$ cat src/rtl/dcd_pkg.sv
package dcd_pkg;

	// Field and datapath widths
	localparam int CH_W      = 4;
	localparam int SAMPLE_W  = 16;
	localparam int FRAC_BITS = 24;
	localparam int STATE_W   = 40;
	localparam int COEF_W    = 24;
	localparam int THR_W     = 15;
	localparam int DC_W      = 16;
	localparam int LEVEL_W   = 12;
	localparam int CFG_IDX_W = 2;

	localparam int NUM_CHANNELS_DEF = 16;

	// Register reset values
	localparam logic [COEF_W-1:0] COEF_RESET = 24'd2390;
	localparam logic [THR_W-1:0]  THR_RESET  = 15'd102;

	// Output limits: +-10 V for the DC value, 0.25 V .. 1.0 V for a lit indicator
	localparam logic signed [DC_W-1:0] DC_LIMIT   = 16'sd20480;
	localparam logic [LEVEL_W-1:0]     LIGHT_LOW  = 12'd512;
	localparam logic [LEVEL_W-1:0]     LIGHT_FULL = 12'd2048;

	typedef enum logic [CFG_IDX_W-1:0] {
		REG_COEF = 2'd0,
		REG_THR  = 2'd1
	} cfg_reg_t;

	// Control that travels alongside an item through the pipeline
	typedef struct packed {
		logic            vld;
		logic            hit;
		logic [CH_W-1:0] ch;
	} dcd_ctl_t;

endpackage

$ cat src/rtl/dcd_store.sv
module dcd_store import dcd_pkg::*; #(
	parameter int NUM_CHANNELS = NUM_CHANNELS_DEF
) (
	input  logic                                        clk,
	input  logic                                        arst_n,
	input  logic                                        rd_en,
	input  logic [(NUM_CHANNELS > 1 ? $clog2(NUM_CHANNELS) : 1)-1:0] rd_addr,
	output logic [STATE_W-1:0]                          rd_data,
	input  logic                                        wr_en,
	input  logic [(NUM_CHANNELS > 1 ? $clog2(NUM_CHANNELS) : 1)-1:0] wr_addr,
	input  logic [STATE_W-1:0]                          wr_data
);

	logic [STATE_W-1:0]      mem [NUM_CHANNELS];
	logic [NUM_CHANNELS-1:0] written_q;
	logic [STATE_W-1:0]      rd_q;
	logic                    rd_written_q;

	always_ff @(posedge clk) begin
		if (wr_en) begin
			mem[wr_addr] <= wr_data;
		end
		if (rd_en) begin
			rd_q <= mem[rd_addr];
		end
	end

	// An entry that has never been written reads as zero.
	always_ff @(posedge clk or negedge arst_n) begin
		if (!arst_n) begin
			written_q    <= '0;
			rd_written_q <= 1'b0;
		end else begin
			if (wr_en) begin
				written_q[wr_addr] <= 1'b1;
			end
			if (rd_en) begin
				rd_written_q <= written_q[rd_addr];
			end
		end
	end

	assign rd_data = rd_written_q ? rd_q : '0;

endmodule

$ cat src/rtl/dcd_filter.sv
module dcd_filter import dcd_pkg::*; (
	input  logic                       clk,
	input  logic                       en,
	input  logic                       load,
	input  logic signed [SAMPLE_W-1:0] sample,
	input  logic [COEF_W-1:0]          coef,
	input  logic [STATE_W-1:0]         state_rd,
	output logic [STATE_W-1:0]         new_state
);

	logic signed [SAMPLE_W-1:0]  x_s1;
	logic signed [STATE_W-1:0]   target;
	logic signed [STATE_W:0]     diff;
	logic signed [STATE_W:0]     d_s2;
	logic signed [STATE_W-1:0]   s_s2;
	logic signed [20:0]          d_hi;
	logic [19:0]                 d_lo;
	logic signed [COEF_W:0]      coef_s;
	logic signed [45:0]          pp_hi_s3;
	logic [43:0]                 pp_lo_s3;
	logic signed [STATE_W-1:0]   s_s3;
	logic signed [65:0]          full;
	logic signed [STATE_W:0]     step_s4;
	logic signed [STATE_W-1:0]   s_s4;
	logic signed [STATE_W:0]     sum;

	always_ff @(posedge clk) begin
		if (load) begin
			x_s1 <= sample;
		end
	end

	// Stage 1: difference between the scaled sample and the stored state.
	assign target = {x_s1, {FRAC_BITS{1'b0}}};
	assign diff   = (STATE_W+1)'(target) - (STATE_W+1)'($signed(state_rd));

	// Stage 2: the difference is split into a signed upper and unsigned lower part
	// so that each product stays within a narrow multiplier.
	assign d_hi   = d_s2[STATE_W:20];
	assign d_lo   = d_s2[19:0];
	assign coef_s = $signed({1'b0, coef});

	// Stage 3: recombine; taking the upper bits of the sum floors the scaled step.
	assign full = (66'(pp_hi_s3) <<< 20) + 66'($signed({1'b0, pp_lo_s3}));

	// Stage 4: move the state by the step.
	assign sum       = (STATE_W+1)'(s_s4) + step_s4;
	assign new_state = sum[STATE_W-1:0];

	always_ff @(posedge clk) begin
		if (en) begin
			d_s2     <= diff;
			s_s2     <= $signed(state_rd);
			pp_hi_s3 <= 46'(d_hi) * 46'(coef_s);
			pp_lo_s3 <= 44'(d_lo) * 44'(coef);
			s_s3     <= s_s2;
			step_s4  <= full[64:FRAC_BITS];
			s_s4     <= s_s3;
		end
	end

endmodule

$ cat src/rtl/dcd_indicator.sv
module dcd_indicator import dcd_pkg::*; (
	input  logic                   clk,
	input  logic                   arst_n,
	input  logic                   en,
	input  dcd_ctl_t               ctl_s5,
	input  logic [STATE_W-1:0]     new_state,
	input  logic [THR_W-1:0]       threshold,
	output logic signed [DC_W-1:0] dc_level,
	output logic [LEVEL_W-1:0]     red_level,
	output logic [LEVEL_W-1:0]     green_level,
	output logic [LEVEL_W-1:0]     blue_level
);

	localparam logic signed [DC_W:0] LOW_S  = 17'(LIGHT_LOW);
	localparam logic signed [DC_W:0] FULL_S = 17'(LIGHT_FULL);

	logic signed [STATE_W-1:0] state_s5;
	logic signed [DC_W-1:0]    level;
	logic signed [DC_W-1:0]    dc_clamped;
	logic signed [STATE_W:0]   mag;
	logic                      near_zero;
	logic signed [DC_W:0]      pos_level;
	logic signed [DC_W:0]      neg_level;
	logic [LEVEL_W-1:0]        red_lit;
	logic [LEVEL_W-1:0]        blue_lit;
	logic signed [DC_W-1:0]    dc_q;
	logic [LEVEL_W-1:0]        red_q;
	logic [LEVEL_W-1:0]        green_q;
	logic [LEVEL_W-1:0]        blue_q;

	function automatic logic [LEVEL_W-1:0] light_clamp(input logic signed [DC_W:0] v);
		logic [LEVEL_W-1:0] r;
		if (v < LOW_S) begin
			r = LIGHT_LOW;
		end else if (v > FULL_S) begin
			r = LIGHT_FULL;
		end else begin
			r = v[LEVEL_W-1:0];
		end
		return r;
	endfunction

	always_ff @(posedge clk) begin
		if (en) begin
			state_s5 <= $signed(new_state);
		end
	end

	// The floor of the state is its upper bits.
	assign level = state_s5[STATE_W-1:FRAC_BITS];

	always_comb begin
		if (level > DC_LIMIT) begin
			dc_clamped = DC_LIMIT;
		end else if (level < -DC_LIMIT) begin
			dc_clamped = -DC_LIMIT;
		end else begin
			dc_clamped = level;
		end
	end

	assign mag       = state_s5[STATE_W-1] ? -(STATE_W+1)'(state_s5) : (STATE_W+1)'(state_s5);
	assign near_zero = mag < $signed((STATE_W+1)'({threshold, {FRAC_BITS{1'b0}}}));
	assign pos_level = (DC_W+1)'(level);
	assign neg_level = -(DC_W+1)'(level);
	assign red_lit   = light_clamp(pos_level);
	assign blue_lit  = light_clamp(neg_level);

	always_ff @(posedge clk) begin
		if (en && ctl_s5.vld) begin
			dc_q <= ctl_s5.hit ? dc_clamped : '0;
		end
	end

	always_ff @(posedge clk or negedge arst_n) begin
		if (!arst_n) begin
			red_q   <= '0;
			green_q <= '0;
			blue_q  <= '0;
		end else if (en && ctl_s5.vld && ctl_s5.hit && ctl_s5.ch == '0) begin
			if (near_zero) begin
				red_q   <= '0;
				green_q <= LIGHT_FULL;
				blue_q  <= '0;
			end else if (state_s5[STATE_W-1]) begin
				red_q   <= '0;
				green_q <= '0;
				blue_q  <= blue_lit;
			end else begin
				red_q   <= red_lit;
				green_q <= '0;
				blue_q  <= '0;
			end
		end
	end

	assign dc_level    = dc_q;
	assign red_level   = red_q;
	assign green_level = green_q;
	assign blue_level  = blue_q;

endmodule

$ cat src/rtl/multichannel_dc_level_detector.sv
// Throughput: one item per cycle; an item whose channel matches one of the four items ahead
// of it waits for that state write-back, and a result held at the output stalls the
// whole pipeline, input included.
// Reset: arst_n clears the pipeline, the output valid, the indicator levels and the
// per-channel written flags, so every filter state reads as zero; registers take defaults.
module multichannel_dc_level_detector import dcd_pkg::*; #(
	parameter int NUM_CHANNELS = NUM_CHANNELS_DEF
) (
	input  logic                 clk,
	input  logic                 arst_n,
	input  logic                 s_axis_tvalid,
	output logic                 s_axis_tready,
	input  logic [15:0]          s_axis_tdata,   // [15:0] sample
	input  logic [CH_W-1:0]      s_axis_tuser,   // [3:0] channel
	output logic                 m_axis_tvalid,
	input  logic                 m_axis_tready,
	output logic [55:0]          m_axis_tdata,   // [15:0] dc_level, [27:16] red_level,
	                                             // [39:28] green_level, [51:40] blue_level
	output logic [CH_W-1:0]      m_axis_tuser,   // [3:0] out_channel
	input  logic                 cfg_valid,
	output logic                 cfg_ready,
	input  logic [CFG_IDX_W-1:0] cfg_index,
	input  logic [COEF_W-1:0]    cfg_data
);

	localparam int AW = (NUM_CHANNELS > 1) ? $clog2(NUM_CHANNELS) : 1;

	logic [COEF_W-1:0] coef_q;
	logic [THR_W-1:0]  thr_q;

	dcd_ctl_t ctl_s1;
	dcd_ctl_t ctl_s2;
	dcd_ctl_t ctl_s3;
	dcd_ctl_t ctl_s4;
	dcd_ctl_t ctl_s5;
	dcd_ctl_t in_ctl;

	logic                   en;
	logic                   in_acc;
	logic                   in_hit;
	logic                   hazard;
	logic                   store_rd;
	logic                   store_we;
	logic [AW-1:0]          rd_addr;
	logic [AW-1:0]          wr_addr;
	logic [STATE_W-1:0]     state_rd;
	logic [STATE_W-1:0]     new_state;
	logic                   m_valid_q;
	logic [CH_W-1:0]        out_ch_q;
	logic signed [DC_W-1:0] dc_level;
	logic [LEVEL_W-1:0]     red_level;
	logic [LEVEL_W-1:0]     green_level;
	logic [LEVEL_W-1:0]     blue_level;

	// Configuration writes are always taken; an index beyond the register list is dropped.
	assign cfg_ready = 1'b1;

	always_ff @(posedge clk or negedge arst_n) begin
		if (!arst_n) begin
			coef_q <= COEF_RESET;
			thr_q  <= THR_RESET;
		end else if (cfg_valid) begin
			unique case (cfg_index)
				REG_COEF: coef_q <= cfg_data;
				REG_THR:  thr_q  <= cfg_data[THR_W-1:0];
				default:  ;
			endcase
		end
	end

	// The whole pipeline advances together whenever the output register can take an item.
	assign en = !m_valid_q || m_axis_tready;

	// A channel that is still being read, computed or written back may not be read again
	// until its new state has reached the memory.
	assign hazard = (ctl_s1.vld && ctl_s1.ch == s_axis_tuser)
	             || (ctl_s2.vld && ctl_s2.ch == s_axis_tuser)
	             || (ctl_s3.vld && ctl_s3.ch == s_axis_tuser)
	             || (ctl_s4.vld && ctl_s4.ch == s_axis_tuser);

	assign s_axis_tready = en && !hazard;
	assign in_acc        = s_axis_tvalid && s_axis_tready;

	// Channels beyond the configured count touch no state.
	assign in_hit     = 32'(s_axis_tuser) < NUM_CHANNELS;
	assign in_ctl.vld = 1'b1;
	assign in_ctl.hit = in_hit;
	assign in_ctl.ch  = s_axis_tuser;

	always_ff @(posedge clk or negedge arst_n) begin
		if (!arst_n) begin
			ctl_s1 <= '0;
			ctl_s2 <= '0;
			ctl_s3 <= '0;
			ctl_s4 <= '0;
			ctl_s5 <= '0;
		end else if (en) begin
			ctl_s1 <= in_acc ? in_ctl : '0;
			ctl_s2 <= ctl_s1;
			ctl_s3 <= ctl_s2;
			ctl_s4 <= ctl_s3;
			ctl_s5 <= ctl_s4;
		end
	end

	// The state is read as the item is accepted and written back as it leaves stage four.
	assign store_rd = in_acc && in_hit;
	assign rd_addr  = AW'(s_axis_tuser);
	assign store_we = en && ctl_s4.vld && ctl_s4.hit;
	assign wr_addr  = AW'(ctl_s4.ch);

	dcd_store #(
		.NUM_CHANNELS(NUM_CHANNELS)
	) u_store (
		.clk     (clk),
		.arst_n  (arst_n),
		.rd_en   (store_rd),
		.rd_addr (rd_addr),
		.rd_data (state_rd),
		.wr_en   (store_we),
		.wr_addr (wr_addr),
		.wr_data (new_state)
	);

	dcd_filter u_filter (
		.clk       (clk),
		.en        (en),
		.load      (in_acc),
		.sample    ($signed(s_axis_tdata)),
		.coef      (coef_q),
		.state_rd  (state_rd),
		.new_state (new_state)
	);

	dcd_indicator u_indicator (
		.clk         (clk),
		.arst_n      (arst_n),
		.en          (en),
		.ctl_s5      (ctl_s5),
		.new_state   (new_state),
		.threshold   (thr_q),
		.dc_level    (dc_level),
		.red_level   (red_level),
		.green_level (green_level),
		.blue_level  (blue_level)
	);

	// Output register: holds a finished item; while it waits the whole pipeline stands still.
	always_ff @(posedge clk or negedge arst_n) begin
		if (!arst_n) begin
			m_valid_q <= 1'b0;
		end else if (en) begin
			m_valid_q <= ctl_s5.vld;
		end
	end

	always_ff @(posedge clk) begin
		if (en && ctl_s5.vld) begin
			out_ch_q <= ctl_s5.ch;
		end
	end

	assign m_axis_tvalid = m_valid_q;
	assign m_axis_tuser  = out_ch_q;
	assign m_axis_tdata  = {4'b0, blue_level, green_level, red_level, dc_level};

	// The interlock must keep a write-back and a new read of the same entry apart.
	assert property (@(posedge clk) disable iff (!arst_n)
		(store_we && store_rd) |-> (wr_addr != rd_addr))
		else $error("state read and write-back hit the same channel");

	// At most one indicator is lit at any time.
	assert property (@(posedge clk) disable iff (!arst_n)
		m_axis_tvalid |-> $onehot0({red_level != '0, green_level != '0, blue_level != '0}))
		else $error("more than one indicator lit");

	assert property (@(posedge clk) disable iff (!arst_n)
		m_axis_tvalid |-> (dc_level <= DC_LIMIT && dc_level >= -DC_LIMIT))
		else $error("dc level outside the saturation range");

	assert property (@(posedge clk) disable iff (!arst_n)
		$rose(m_axis_tvalid) |-> $past(ctl_s5.vld))
		else $error("result presented without an item in the last stage");

endmodule
$ cat config.mk
export PLATFORM = sky130hd
export DESIGN_NAME = multichannel_dc_level_detector
export DESIGN_NICKNAME = d
export VERILOG_FILES = /design/src/rtl/dcd_pkg.sv /design/src/rtl/dcd_store.sv /design/src/rtl/dcd_filter.sv /design/src/rtl/dcd_indicator.sv /design/src/rtl/multichannel_dc_level_detector.sv
export SDC_FILE = /design/constraint.sdc
export NUM_CORES = 2
export LEC_CHECK = 0
export CORE_UTILIZATION = 45
export DETAILED_ROUTE_END_ITERATION = 8
export DONT_BUFFER_PORTS = 1
export SKIP_CTS_REPAIR_TIMING = 1
export SLEW_MARGIN = 20
export SYNTH_ARGS = -nofsm -noshare
export SYNTH_HDL_FRONTEND = slang
export SYNTH_SLANG_ARGS = --single-unit
$ cat constraint.sdc
create_clock -name clk -period 31.9 [get_ports clk]
set_input_delay 1.595 -clock clk [delete_from_list [all_inputs] [get_ports clk]]
set_output_delay 1.595 -clock clk [all_outputs]
set_load 0.01 [all_outputs]
==> results.md <==
- Post-placement cell area: 80500 µm²
- Drt total wl: between 150 and 200 mm
- Gr ovfl total: 0
- Largest family of logic cells by synthesized area: adder cells
- Vias per Instance: 5.40
- TritonCTS clock tree: yes
- Syn Inst Count: 6199
- RSZ-0062 raised after global routing: false
- Buffers on Ports: 0
- Critical Path Start Type: register
- Clk_lat worst skew: 0.77 ns
- CTS Buffer Depth: 3
- Cells after DPL: 8347
- DP HPWL: 129 mm
- Synthesis-stage register bit count: 1131
- Die Wd: 417 µm
- Initial core utilization: 45.3%
- WP data arrival: between 9 and 10 ns
- Final period util: 27.0%
- Die height: 417 µm
- Register Area: between 30000 and 40000 µm²
- Worst hold path type: register to register
- Reg-to-reg endpoint: u_filter.pp_lo_s3[43]
- Post-route ant nets: 0
- Synth warn: 0
- Clock sink count: 1131
- Most frequent cells in the layout: inv_1, edfxtp_1, fa_1
- Reg2reg setup slack: around 23 ns
- Status: finished clean
- Slew HR: 25.5%
- Root Buffer Master: clkbuf_16
- H-tree Lvls: 3
- Final Hold Fails: 0
- Adder-cell share of the synthesized area: roughly 28%
- Area occupied by multi-input gates: 39300 µm²
- Syn-to-layout area delta: 8.51%
- Setup Crit Path Kind: register to register
- Slew Limit Fails: 0
- Synth unique cells: 79
- End point of the critical path: u_filter.pp_lo_s3[43]
- Post-synthesis compound-gate area fraction: roughly 4.0%
- Asr flop ratio synth: 9.46%
- R2R cell count: 22
- Crit Path Max Fanout: 24
- CTS clk-pin slew, worst paths: 0.06 ns
- Final cell count without fillers: 8568
- Layout Skew: 0.0927 ns
- Core Rows: 152
- Max frequency: 0.116 GHz
- Mux cell area share after synthesis: between 6 and 7%
- Avg Inst Size Synth: 12.5 µm²
- Critical Path RT: 32.33 ns
- Vias in the first global route: 48193
- First-pass GRT wire length: 298 mm
- Initial DRC Count: 3746
- Synth Area in Simple Gates: 9.91%
- Layout Nets: 7430
- Commonest register cell after synthesis: edfxtp_1
- DR vias: 46263
- XOR/XNOR Fraction of Synth Area: 2.29%
- Setup-failing EPs final: 0
- Reg2Reg Launch Point: u_filter.d_s2[5]
- TNS Setup: 0 ns
- Actual slew at the worst max-slew pin: ~1.1 ns
- Final GP Congestion: ~0.9
- Period minus WS final: 8.61 ns
- Commonest non-fill, non-tap cell in the layout: inv_1
- CP Capture Type: register
- Largest net degree at the start of global routing: 170
- Post-synth EDFFs: between 1000 and 1500
- Fillcell total: 15088
- Critical Path Start: u_filter.d_s2[5]
- IO Pins: 114
- Max cap viols: 0
- Die area: 174000 µm²
- DR WL/cell: 22.7 µm
- Worst slack, placed: 23.37 ns
- Final Instance Area: 84200 µm²
- GRT Overall Usage: a little under a quarter
- Floorplan core area: 172000 µm²
- Seq/Total Area, Yosys: roughly 43%
- CTS Buf Count: 114
- Synth Cell Area: 77600 µm²
- PnR worst setup slack: 23.29 ns
- Antenna violations before repair: 4
- Pre-antenna DRT Iters: 6
- Share of layout cells above drive strength 1: under 10%
- Remaining DRCs: 0
## cell usage after synthesis (all sizes together) (23+ instances only)
cell type / count / area, µm²
buf: 39 / 235
nand3: 42 / 215
fa: 808 / 16200
dfrtp: 97 / 2430
mux2: 39 / 439
a21oi: 143 / 716
inv: 1046 / 3930
o21ai: 89 / 449
and3: 24 / 151
mux4: 205 / 4620
xnor2: 143 / 1250
nor3: 40 / 221
nor2: 134 / 503
a21o: 63 / 473
nand4: 29 / 181
clkbuf: 252 / 946
or2: 23 / 144
ha: 418 / 5230
edfxtp: 1024 / 30700
and2: 442 / 2770
nand2: 729 / 2740
nand2b: 33 / 206
xor2: 60 / 526
## stage by stage
| stage | util, % | hold WS [ns] |
|---|---|---|
| after floorplan | - | 0.400 |
| after global placement | 46.9 | 0.401 |
| after detailed placement | 46.9 | 0.405 |
| after CTS | 49.1 | 0.359 |
| after global routing | 49.1 | 0.364 |
| final | 49.1 | 0.356 |
## how the worst min path moves through the flow
stage | depth (start not counted) | slack, ns | start | to
6_report | 0 | 0.36 | u_filter.s_s3[23] | u_filter.s_s4[23]
5_1_grt | 0 | 0.36 | u_filter.s_s3[23] | u_filter.s_s4[23]
4_1_cts | 0 | 0.36 | u_filter.s_s3[23] | u_filter.s_s4[23]
3_5_place_dp | 0 | 0.40 | u_filter.s_s2[39] | u_filter.s_s3[39]
3_3_place_gp | 0 | 0.40 | u_filter.s_s2[38] | u_filter.s_s3[38]
2_1_floorplan | 0 | 0.40 | u_filter.s_s2[10] | u_filter.s_s3[10]
## logic make-up after synthesis
logic type	after synthesis
AND/OR/NAND/NOR	1574
buffers and inverters	1338
adder cells (fa/ha/maj)	1226
flip-flops	1131
AO/OA/AOI/OAI	480
multiplexers	245
XOR/XNOR	203
other	2
## state kept, by name, summed over array words and instances, names as in the netlist, 12 cells and up
name	flops
coef_q	24
thr_q	15
u_filter.d_s2	40
u_filter.pp_hi_s3	44
u_filter.pp_lo_s3	24
u_filter.s_s2	40
u_filter.s_s3	40
u_filter.s_s4	40
u_filter.step_s4	40
u_filter.x_s1	16
u_indicator.blue_level	12
u_indicator.dc_level	16
u_indicator.red_level	12
u_indicator.state_s5	40
u_store.mem	640
u_store.rd_q	40
u_store.written_q	16
## layer usage
metal | global-route usage, % | vias up | part of all wire, %
li1 | - | 20390 | -
met1 | 32.8 | 24268 | 44
met2 | 36.5 | 1360 | 47
met3 | 3.14 | 245 | 6.1
met4 | 5.87 | 0 | 2.5
met5 | 0 | - | 0
## cell type report
cell class	count	share of cell area (%)
clock inverters	61	0.856
flip-flops and latches	1131	39.7
diodes	5	0.0149
multi-input cells	3744	46.7
inverters	1046	4.67
well taps	2310	3.43
clock buffers	155	3.58
repair buffers	116	1.04
## critical path, stage by stage (launching register included)
cell,delay [ns]
edfxtp_1,1.07
nand2_1,0.19
fa_1,0.57
inv_1,0.06
fa_1,0.53
inv_1,0.05
fa_1,0.49
inv_1,0.06
fa_1,0.55
fa_1,0.43
fa_1,0.49
inv_1,0.05
fa_1,0.47
inv_1,0.04
ha_1,0.36
nand3_1,0.11
nor3_1,0.46
nand3_1,0.13
o211ai_1,0.63
a31oi_1,0.32
o21ai_0,0.59
o21ai_0,0.34
a211o_1,0.34
Power is left out: the tool's default activity adds up to more than one toggle a clock period on the data nets, which glitch-free logic cannot reach.
